$ cat src/design/hbscr_pkg.sv
`default_nettype none

package hbscr_pkg;

  localparam int unsigned SAMPLE_W = 12;
  localparam int unsigned MV_W     = 14;
  localparam int unsigned IVL_W    = 16;
  localparam int unsigned CD_W     = 18;
  localparam int unsigned PROD_W   = SAMPLE_W + MV_W;
  localparam int unsigned MV_SHIFT = 12;
  localparam int unsigned CFG_IDX_W  = 2;
  localparam int unsigned CFG_DATA_W = 16;

  localparam logic [MV_W-1:0]  MV_SCALE        = 14'd13300;
  localparam logic [MV_W-1:0]  HYST_MV_RST     = 14'd6000;
  localparam logic [MV_W-1:0]  CENTER_MV_RST   = 14'd5500;
  localparam logic [IVL_W-1:0] BIT_INTERVAL_RST = 16'd10;

  localparam logic [CFG_IDX_W-1:0] CFG_IDX_HYST     = 2'd0;
  localparam logic [CFG_IDX_W-1:0] CFG_IDX_CENTER   = 2'd1;
  localparam logic [CFG_IDX_W-1:0] CFG_IDX_INTERVAL = 2'd2;

  typedef struct packed {
    logic [MV_W-1:0]  band_mv;
    logic [MV_W-1:0]  center_mv;
    logic [IVL_W-1:0] bit_interval;
  } hbscr_cfg_t;

  typedef struct packed {
    logic emit;
    logic restart;
    logic bit_value;
  } hbscr_tmr_t;

endpackage

`default_nettype wire

$ cat src/design/hbscr_if.sv
`default_nettype none

interface hbscr_in_if;
  logic                               valid;
  logic                               ready;
  logic [hbscr_pkg::SAMPLE_W-1:0]     adc_sample;

  modport source (output valid, output adc_sample, input ready);
  modport sink   (input valid, input adc_sample, output ready);
endinterface

interface hbscr_out_if;
  logic valid;
  logic ready;
  logic bit_value;

  modport source (output valid, output bit_value, input ready);
  modport sink   (input valid, input bit_value, output ready);
endinterface

`default_nettype wire

$ cat src/design/hysteresis_bit_slicer_clock_recovery.sv
`default_nettype none

// Hysteresis bit slicer with run-length bit clock recovery. Each transaction on
// in_ch carries one 12-bit converter sample; it is scaled to mV, sliced against
// center_mv with a band of band_mv (half each side) and yields zero or one
// recovered bit on out_ch. A level change restarts bit timing at half of
// bit_interval; otherwise a bit is emitted each time a full interval has elapsed.
// One sample per clock is accepted while out_ch does not stall: a sample is
// registered, then the scaling multiply, both threshold compares and the countdown
// update resolve into the output register as the sample advances. out_ch.valid
// is registered with it. A stall on out_ch holds one sample in the input register
// before in_ch.ready drops. Configuration via cfg_we/cfg_idx/cfg_wdata is to be
// written only while no transaction is in flight; index 3 is ignored.
module hysteresis_bit_slicer_clock_recovery (
  input  wire logic                             clk,
  input  wire logic                             rst_n,
  hbscr_in_if.sink                              in_ch,
  hbscr_out_if.source                           out_ch,
  input  wire logic                             cfg_we,
  input  wire logic [hbscr_pkg::CFG_IDX_W-1:0]  cfg_idx,
  input  wire logic [hbscr_pkg::CFG_DATA_W-1:0] cfg_wdata
);

  hbscr_pkg::hbscr_cfg_t           cfg;
  hbscr_pkg::hbscr_tmr_t           tmr;
  logic                            s1_valid_r;
  logic                            s1_valid_nxt;
  logic [hbscr_pkg::SAMPLE_W-1:0]  s1_sample_r;
  logic                            out_valid_r;
  logic                            out_valid_nxt;
  logic                            out_bit_r;
  logic                            s1_adv;
  logic                            in_acc;
  logic                            level;
  logic                            new_level;

  hbscr_cfg_regs u_cfg (
    .clk       (clk),
    .rst_n     (rst_n),
    .cfg_we    (cfg_we),
    .cfg_idx   (cfg_idx),
    .cfg_wdata (cfg_wdata),
    .cfg       (cfg)
  );

  hbscr_slicer u_slicer (
    .adc_sample (s1_sample_r),
    .cfg        (cfg),
    .level      (level),
    .new_level  (new_level)
  );

  hbscr_bit_timer u_timer (
    .clk          (clk),
    .rst_n        (rst_n),
    .adv          (s1_adv),
    .new_level    (new_level),
    .bit_interval (cfg.bit_interval),
    .level        (level),
    .tmr          (tmr)
  );

  assign s1_adv      = s1_valid_r && (!out_valid_r || out_ch.ready);
  assign in_ch.ready = !s1_valid_r || s1_adv;
  assign in_acc      = in_ch.valid && in_ch.ready;

  always_comb begin
    s1_valid_nxt = s1_valid_r;
    if (in_acc) begin
      s1_valid_nxt = 1'b1;
    end else if (s1_adv) begin
      s1_valid_nxt = 1'b0;
    end
  end

  always_comb begin
    out_valid_nxt = out_valid_r;
    if (s1_adv && tmr.emit) begin
      out_valid_nxt = 1'b1;
    end else if (out_ch.ready) begin
      out_valid_nxt = 1'b0;
    end
  end

  always_ff @(posedge clk) begin
    if (!rst_n) begin
      s1_valid_r  <= 1'b0;
      out_valid_r <= 1'b0;
    end else begin
      s1_valid_r  <= s1_valid_nxt;
      out_valid_r <= out_valid_nxt;
    end
  end

  always_ff @(posedge clk) begin
    if (in_acc) begin
      s1_sample_r <= in_ch.adc_sample;
    end
    if (s1_adv && tmr.emit) begin
      out_bit_r <= tmr.bit_value;
    end
  end

  assign out_ch.valid     = out_valid_r;
  assign out_ch.bit_value = out_bit_r;

`ifndef SYNTH
  a_rose_needs_adv : assert property (@(posedge clk) disable iff (!rst_n)
    $rose(out_valid_r) |-> $past(s1_adv))
    else $error("result appeared without a sample being processed");

  a_emit_lands : assert property (@(posedge clk) disable iff (!rst_n)
    s1_adv && tmr.emit |=> out_valid_r && (out_bit_r == $past(level)))
    else $error("emitted bit not presented at output");

  a_restart_silent : assert property (@(posedge clk) disable iff (!rst_n)
    s1_adv && tmr.restart |=> !$rose(out_valid_r))
    else $error("bit emitted on level change");
`endif

endmodule

`default_nettype wire

$ cat src/design/hbscr_cfg_regs.sv
`default_nettype none

module hbscr_cfg_regs (
  input  wire logic                                clk,
  input  wire logic                                rst_n,
  input  wire logic                                cfg_we,
  input  wire logic [hbscr_pkg::CFG_IDX_W-1:0]     cfg_idx,
  input  wire logic [hbscr_pkg::CFG_DATA_W-1:0]    cfg_wdata,
  output hbscr_pkg::hbscr_cfg_t                    cfg
);

  hbscr_pkg::hbscr_cfg_t cfg_r;
  hbscr_pkg::hbscr_cfg_t cfg_nxt;

  always_comb begin
    cfg_nxt = cfg_r;
    if (cfg_we) begin
      unique case (cfg_idx)
        hbscr_pkg::CFG_IDX_HYST:     cfg_nxt.band_mv      = cfg_wdata[hbscr_pkg::MV_W-1:0];
        hbscr_pkg::CFG_IDX_CENTER:   cfg_nxt.center_mv    = cfg_wdata[hbscr_pkg::MV_W-1:0];
        hbscr_pkg::CFG_IDX_INTERVAL: cfg_nxt.bit_interval = cfg_wdata[hbscr_pkg::IVL_W-1:0];
        default:                     cfg_nxt = cfg_r;
      endcase
    end
  end

  always_ff @(posedge clk) begin
    if (!rst_n) begin
      cfg_r.band_mv      <= hbscr_pkg::HYST_MV_RST;
      cfg_r.center_mv    <= hbscr_pkg::CENTER_MV_RST;
      cfg_r.bit_interval <= hbscr_pkg::BIT_INTERVAL_RST;
    end else begin
      cfg_r <= cfg_nxt;
    end
  end

  assign cfg = cfg_r;

endmodule

`default_nettype wire

$ cat src/design/hbscr_slicer.sv
`default_nettype none

module hbscr_slicer (
  input  wire logic [hbscr_pkg::SAMPLE_W-1:0] adc_sample,
  input  wire hbscr_pkg::hbscr_cfg_t          cfg,
  input  wire logic                           level,
  output logic                                new_level
);

  logic [hbscr_pkg::PROD_W-1:0] prod;
  logic [hbscr_pkg::MV_W-1:0]   mv;
  logic [hbscr_pkg::MV_W-2:0]   half;
  logic [hbscr_pkg::MV_W:0]     lo_sum;
  logic [hbscr_pkg::MV_W:0]     hi_thr;
  logic                         go_low;
  logic                         go_high;

  // mV = sample * 13300 >> 12
  assign prod   = hbscr_pkg::PROD_W'(adc_sample) * hbscr_pkg::PROD_W'(hbscr_pkg::MV_SCALE);
  assign mv     = prod[hbscr_pkg::PROD_W-1:hbscr_pkg::MV_SHIFT];
  assign half   = cfg.band_mv[hbscr_pkg::MV_W-1:1];

  // diff < -half  <=>  mv + half < centre;  diff > half  <=>  mv > centre + half
  assign lo_sum  = (hbscr_pkg::MV_W+1)'(mv) + (hbscr_pkg::MV_W+1)'(half);
  assign hi_thr  = (hbscr_pkg::MV_W+1)'(cfg.center_mv) + (hbscr_pkg::MV_W+1)'(half);
  assign go_low  = lo_sum < (hbscr_pkg::MV_W+1)'(cfg.center_mv);
  assign go_high = (hbscr_pkg::MV_W+1)'(mv) > hi_thr;

  always_comb begin
    priority if (go_low) begin
      new_level = 1'b0;
    end else if (go_high) begin
      new_level = 1'b1;
    end else begin
      new_level = level;
    end
  end

endmodule

`default_nettype wire

$ cat src/design/hbscr_bit_timer.sv
`default_nettype none

module hbscr_bit_timer (
  input  wire logic                        clk,
  input  wire logic                        rst_n,
  input  wire logic                        adv,
  input  wire logic                        new_level,
  input  wire logic [hbscr_pkg::IVL_W-1:0] bit_interval,
  output logic                             level,
  output hbscr_pkg::hbscr_tmr_t            tmr
);

  logic                                level_r;
  logic                                level_nxt;
  logic signed [hbscr_pkg::CD_W-1:0]   countdown_r;
  logic signed [hbscr_pkg::CD_W-1:0]   countdown_nxt;
  logic signed [hbscr_pkg::CD_W-1:0]   cd_dec;
  logic signed [hbscr_pkg::CD_W-1:0]   ivl_s;
  logic [hbscr_pkg::IVL_W-1:0]         ivl;

  // zero interval runs as one
  assign ivl    = (bit_interval == '0) ? hbscr_pkg::IVL_W'(1) : bit_interval;
  assign ivl_s  = $signed(hbscr_pkg::CD_W'(ivl));
  assign cd_dec = countdown_r - hbscr_pkg::CD_W'(1);

  assign tmr.restart   = new_level != level_r;
  assign tmr.emit      = !tmr.restart && (cd_dec[hbscr_pkg::CD_W-1] || (cd_dec == '0));
  assign tmr.bit_value = level_r;

  always_comb begin
    level_nxt     = level_r;
    countdown_nxt = countdown_r;
    if (adv) begin
      priority if (tmr.restart) begin
        level_nxt     = new_level;
        countdown_nxt = $signed(hbscr_pkg::CD_W'(ivl[hbscr_pkg::IVL_W-1:1]));
      end else if (tmr.emit) begin
        countdown_nxt = cd_dec + ivl_s;
      end else begin
        countdown_nxt = cd_dec;
      end
    end
  end

  always_ff @(posedge clk) begin
    if (!rst_n) begin
      level_r     <= 1'b0;
      countdown_r <= '0;
    end else begin
      level_r     <= level_nxt;
      countdown_r <= countdown_nxt;
    end
  end

  assign level = level_r;

endmodule

`default_nettype wire

$ cat src/flat_wrapper.sv
// flat-port wrapper written by rule: the top's interface ports become plain ports
module hysteresis_bit_slicer_clock_recovery_flat 
  (clk, rst_n, cfg_we, cfg_idx, cfg_wdata, in_ch_valid, in_ch_adc_sample, in_ch_ready, out_ch_valid, out_ch_bit_value, out_ch_ready);
  hbscr_in_if in_ch_i ();
  hbscr_out_if out_ch_i ();
  input  wire logic clk;
  input  wire logic rst_n;
  input  wire logic cfg_we;
  input  wire logic [hbscr_pkg::CFG_IDX_W-1:0] cfg_idx;
  input  wire logic [hbscr_pkg::CFG_DATA_W-1:0] cfg_wdata;
  input wire logic [$bits(in_ch_i.valid)-1:0] in_ch_valid;
  input wire logic [$bits(in_ch_i.adc_sample)-1:0] in_ch_adc_sample;
  output wire logic [$bits(in_ch_i.ready)-1:0] in_ch_ready;
  output wire logic [$bits(out_ch_i.valid)-1:0] out_ch_valid;
  output wire logic [$bits(out_ch_i.bit_value)-1:0] out_ch_bit_value;
  input wire logic [$bits(out_ch_i.ready)-1:0] out_ch_ready;
  assign in_ch_i.valid = in_ch_valid;
  assign in_ch_i.adc_sample = in_ch_adc_sample;
  assign in_ch_ready = in_ch_i.ready;
  assign out_ch_valid = out_ch_i.valid;
  assign out_ch_bit_value = out_ch_i.bit_value;
  assign out_ch_i.ready = out_ch_ready;
  hysteresis_bit_slicer_clock_recovery u_core (.clk(clk), .rst_n(rst_n), .in_ch(in_ch_i), .out_ch(out_ch_i), .cfg_we(cfg_we), .cfg_idx(cfg_idx), .cfg_wdata(cfg_wdata));
endmodule
$ cat config.mk
export PLATFORM = sky130hd
export DESIGN_NAME = hysteresis_bit_slicer_clock_recovery_flat
export DESIGN_NICKNAME = d
export VERILOG_FILES = /design/src/design/hbscr_pkg.sv /design/src/design/hbscr_if.sv /design/src/design/hysteresis_bit_slicer_clock_recovery.sv /design/src/design/hbscr_cfg_regs.sv /design/src/design/hbscr_slicer.sv /design/src/design/hbscr_bit_timer.sv /design/src/flat_wrapper.sv
export SDC_FILE = /design/constraint.sdc
export NUM_CORES = 1
export LEC_CHECK = 0
export ABC_AREA = 1
export BUFFER_PORTS_ARGS = -buffer_cell sky130_fd_sc_hd__buf_2
export CAP_MARGIN = 20
export CORE_ASPECT_RATIO = 1.5
export CORE_MARGIN = 1.5
export CORE_UTILIZATION = 36
export CTS_CLUSTER_DIAMETER = 40
export DETAILED_ROUTE_END_ITERATION = 12
export MAX_ROUTING_LAYER = met4
export PLACE_DENSITY = 0.48
export RECOVER_POWER = 25
export SLEW_MARGIN = 20
export SYNTH_ARGS = -nofsm -noshare
export SYNTH_HDL_FRONTEND = slang
export SYNTH_HIERARCHICAL = 1
export SYNTH_SLANG_ARGS = --single-unit
export TNS_END_PERCENT = 30
$ cat constraint.sdc
create_clock -name clk -period 14.6 [get_ports clk]
set_clock_uncertainty 0.15 [all_clocks]
set_input_delay 2.92 -clock clk [delete_from_list [all_inputs] [get_ports clk]]
set_output_delay 2.92 -clock clk [all_outputs]
set_load 0.01 [all_outputs]
==> metrics.cfg <==
[floorplan]
die_w_um = 140
die_area_mm2 = 0.0290
coreArea_mm2 = 0.0274
fp.dieH_um = 208
row_count = 74
io-pin-count = 38
start_util = 0.368

[timing]
max_freq_mhz = 110
fin_crit_ns = 9.12
finalSetupViolations = 0
tightest_slew_ns = 2.39
report.final.slew_viol_count = 53
hold_viol_final = 0
rsz0062_at_grt = no
finalCritPeriodShare = 0.624
relSlewSlack = -0.596
final.setup.tns_ns = 0

[placed_design]
gp_congestion = 0.905
hpwlAfterDp_um = 23900
place_area_mm2 = 0.0105
io_buffers = 37

[grt]
grt_pass1_vias = 8609
grt.total_usage = 0.205
antenna_found_initial = 0
grt_overflow = 0
grt_max_degree = 53
grt_pass1_wl_um = 44500

[cells_and_area]
area_growth_pct = 7.27
nets = 1682
final_layout_size_suffix_gt1_frac = 0.0695
fin_util = 0.395
fin_area_mm2 = 0.0108
diodes = 0

[worst_setup_path]
crit_path_max_fanout = 21
startpoint_type = register
required_ns = 14.53
arrival_ns = 9.05
max_stage_delay_ns = 0.59
criticalPathCategory = register to register
cp-end-kind = register
crit_slowest_cell = fa_1

[run_status]
outcome = finished, violations left
violations = max-capacitance violations, max-slew violations

[routing]
wl_per_cell_um = 15.8
first_iter_violations = 376
viasPerCell = 4.86
dr.pass1.iters = 5
postRouteAntennaNets = 0
wirelength_um = 28100
drc_errors = 0
vias = 8645

[clocking]
htreeDepth = 3
ctsRootBufferMaster = clkbuf_16
clkLatencyLatePin_ns = 0.37
post_cts_buffers = 0
clock_sinks = 77
cts.reportedPaths.clkPinSlew_ns = 0.06
cts_resized = 0
clockBufferDepth = 2
cts_tree = done
hold_buffers = 0
numCtsBuffers = 9

[synth]
syn_area_mm2 = 0.0101
yosysWarnings = 6
syn_nets = 1673
synthCells = 1424
syn_area_per_cell_um2 = 7.08

[job]
maxCapViolCount = 1

[worst_hold_path]
worstHoldPathType = register to register

-- metrics by stage --
step | worst slack (ns) | cells | hold slack (ns)
6_report | 5.48 | 1780 | 0.331
5_1_grt | 4.70 | 1780 | 0.348
4_1_cts | 5.43 | 1780 | 0.332
3_5_place_dp | 5.48 | 1764 | 0.323
3_3_place_gp | 5.51 | 1764 | 0.316
2_1_floorplan | 7.14 | 1424 | 0.307
-- final cells by class --
type / count / area, um^2
fill: 3002 / 16600
multi-input combinational: 1033 / 7190
sequential: 77 / 1670
inverter: 273 / 1020
tap: 342 / 428
clock buffer: 11 / 264
timing repair buffer: 39 / 196
clock inverter: 5 / 41.3
-- worst max-delay path, delay by kind of cell, from the launching register on --
kind                       cells  cell delay [ns]
adders and majority gates      8             3.57
AOI/OAI and AO/OA              8             1.45
buffers and inverters          8             0.85
DFF                            1             0.56
and+or+nand+nor               12             1.79
xor gates and xnor gates       2             0.46
-- final timing paths --
check	start	to	slack, ns	cells after the start
min	u_core/u_timer/countdown_r[17]$_SDFFE_PN0P_	u_core/u_timer/countdown_r[17]$_SDFFE_PN0P_	0.33	2
max	u_core/s1_sample_r[8]$_DFFE_PP_	u_core/out_ch.bit_value$_DFFE_PP_	5.48	38
min reg2reg	u_core/u_timer/countdown_r[17]$_SDFFE_PN0P_	u_core/u_timer/countdown_r[17]$_SDFFE_PN0P_	0.33	2
max reg2reg	u_core/s1_sample_r[8]$_DFFE_PP_	u_core/out_ch.bit_value$_DFFE_PP_	5.48	38
-- routing by layer --
layer	vias up	track usage	share of wire
li1	4513	-	-
met1	3998	0.213	0.39
met2	98	0.393	0.56
met3	36	0.0168	0.014
met4	0	0.0809	0.029
met5	-	-	0
-- flip-flops by register name, indices dropped and copies added, names as in the netlist --
register	cells
u_core/out_ch.bit_value	1
u_core/out_ch.valid	1
u_core/s1_sample_r	12
u_core/s1_valid_r	1
u_core/u_cfg/cfg	43
u_core/u_timer/countdown_r	18
u_core/u_timer/level	1
-- layout by cell type (no fill, tap or decap), types with 6 or more instances in the layout --
cell type,instances
xor2_1,34
nor2_1,117
o21bai_1,6
inv_1,271
clkbuf_16,10
nand2_1,329
o21ai_1,6
a21oi_1,87
o21ai_0,30
fa_1,64
nand3b_1,8
edfxtp_1,13
nand2_2,8
nor2_2,8
nand4_1,20
a21o_1,11
dfxtp_1,64
ha_1,150
buf_2,37
nand3_1,81
xnor2_1,19
nor3_1,7
Power is not shown: default switching activity piles up to over one toggle a cycle in this logic, so the estimate is an artifact.
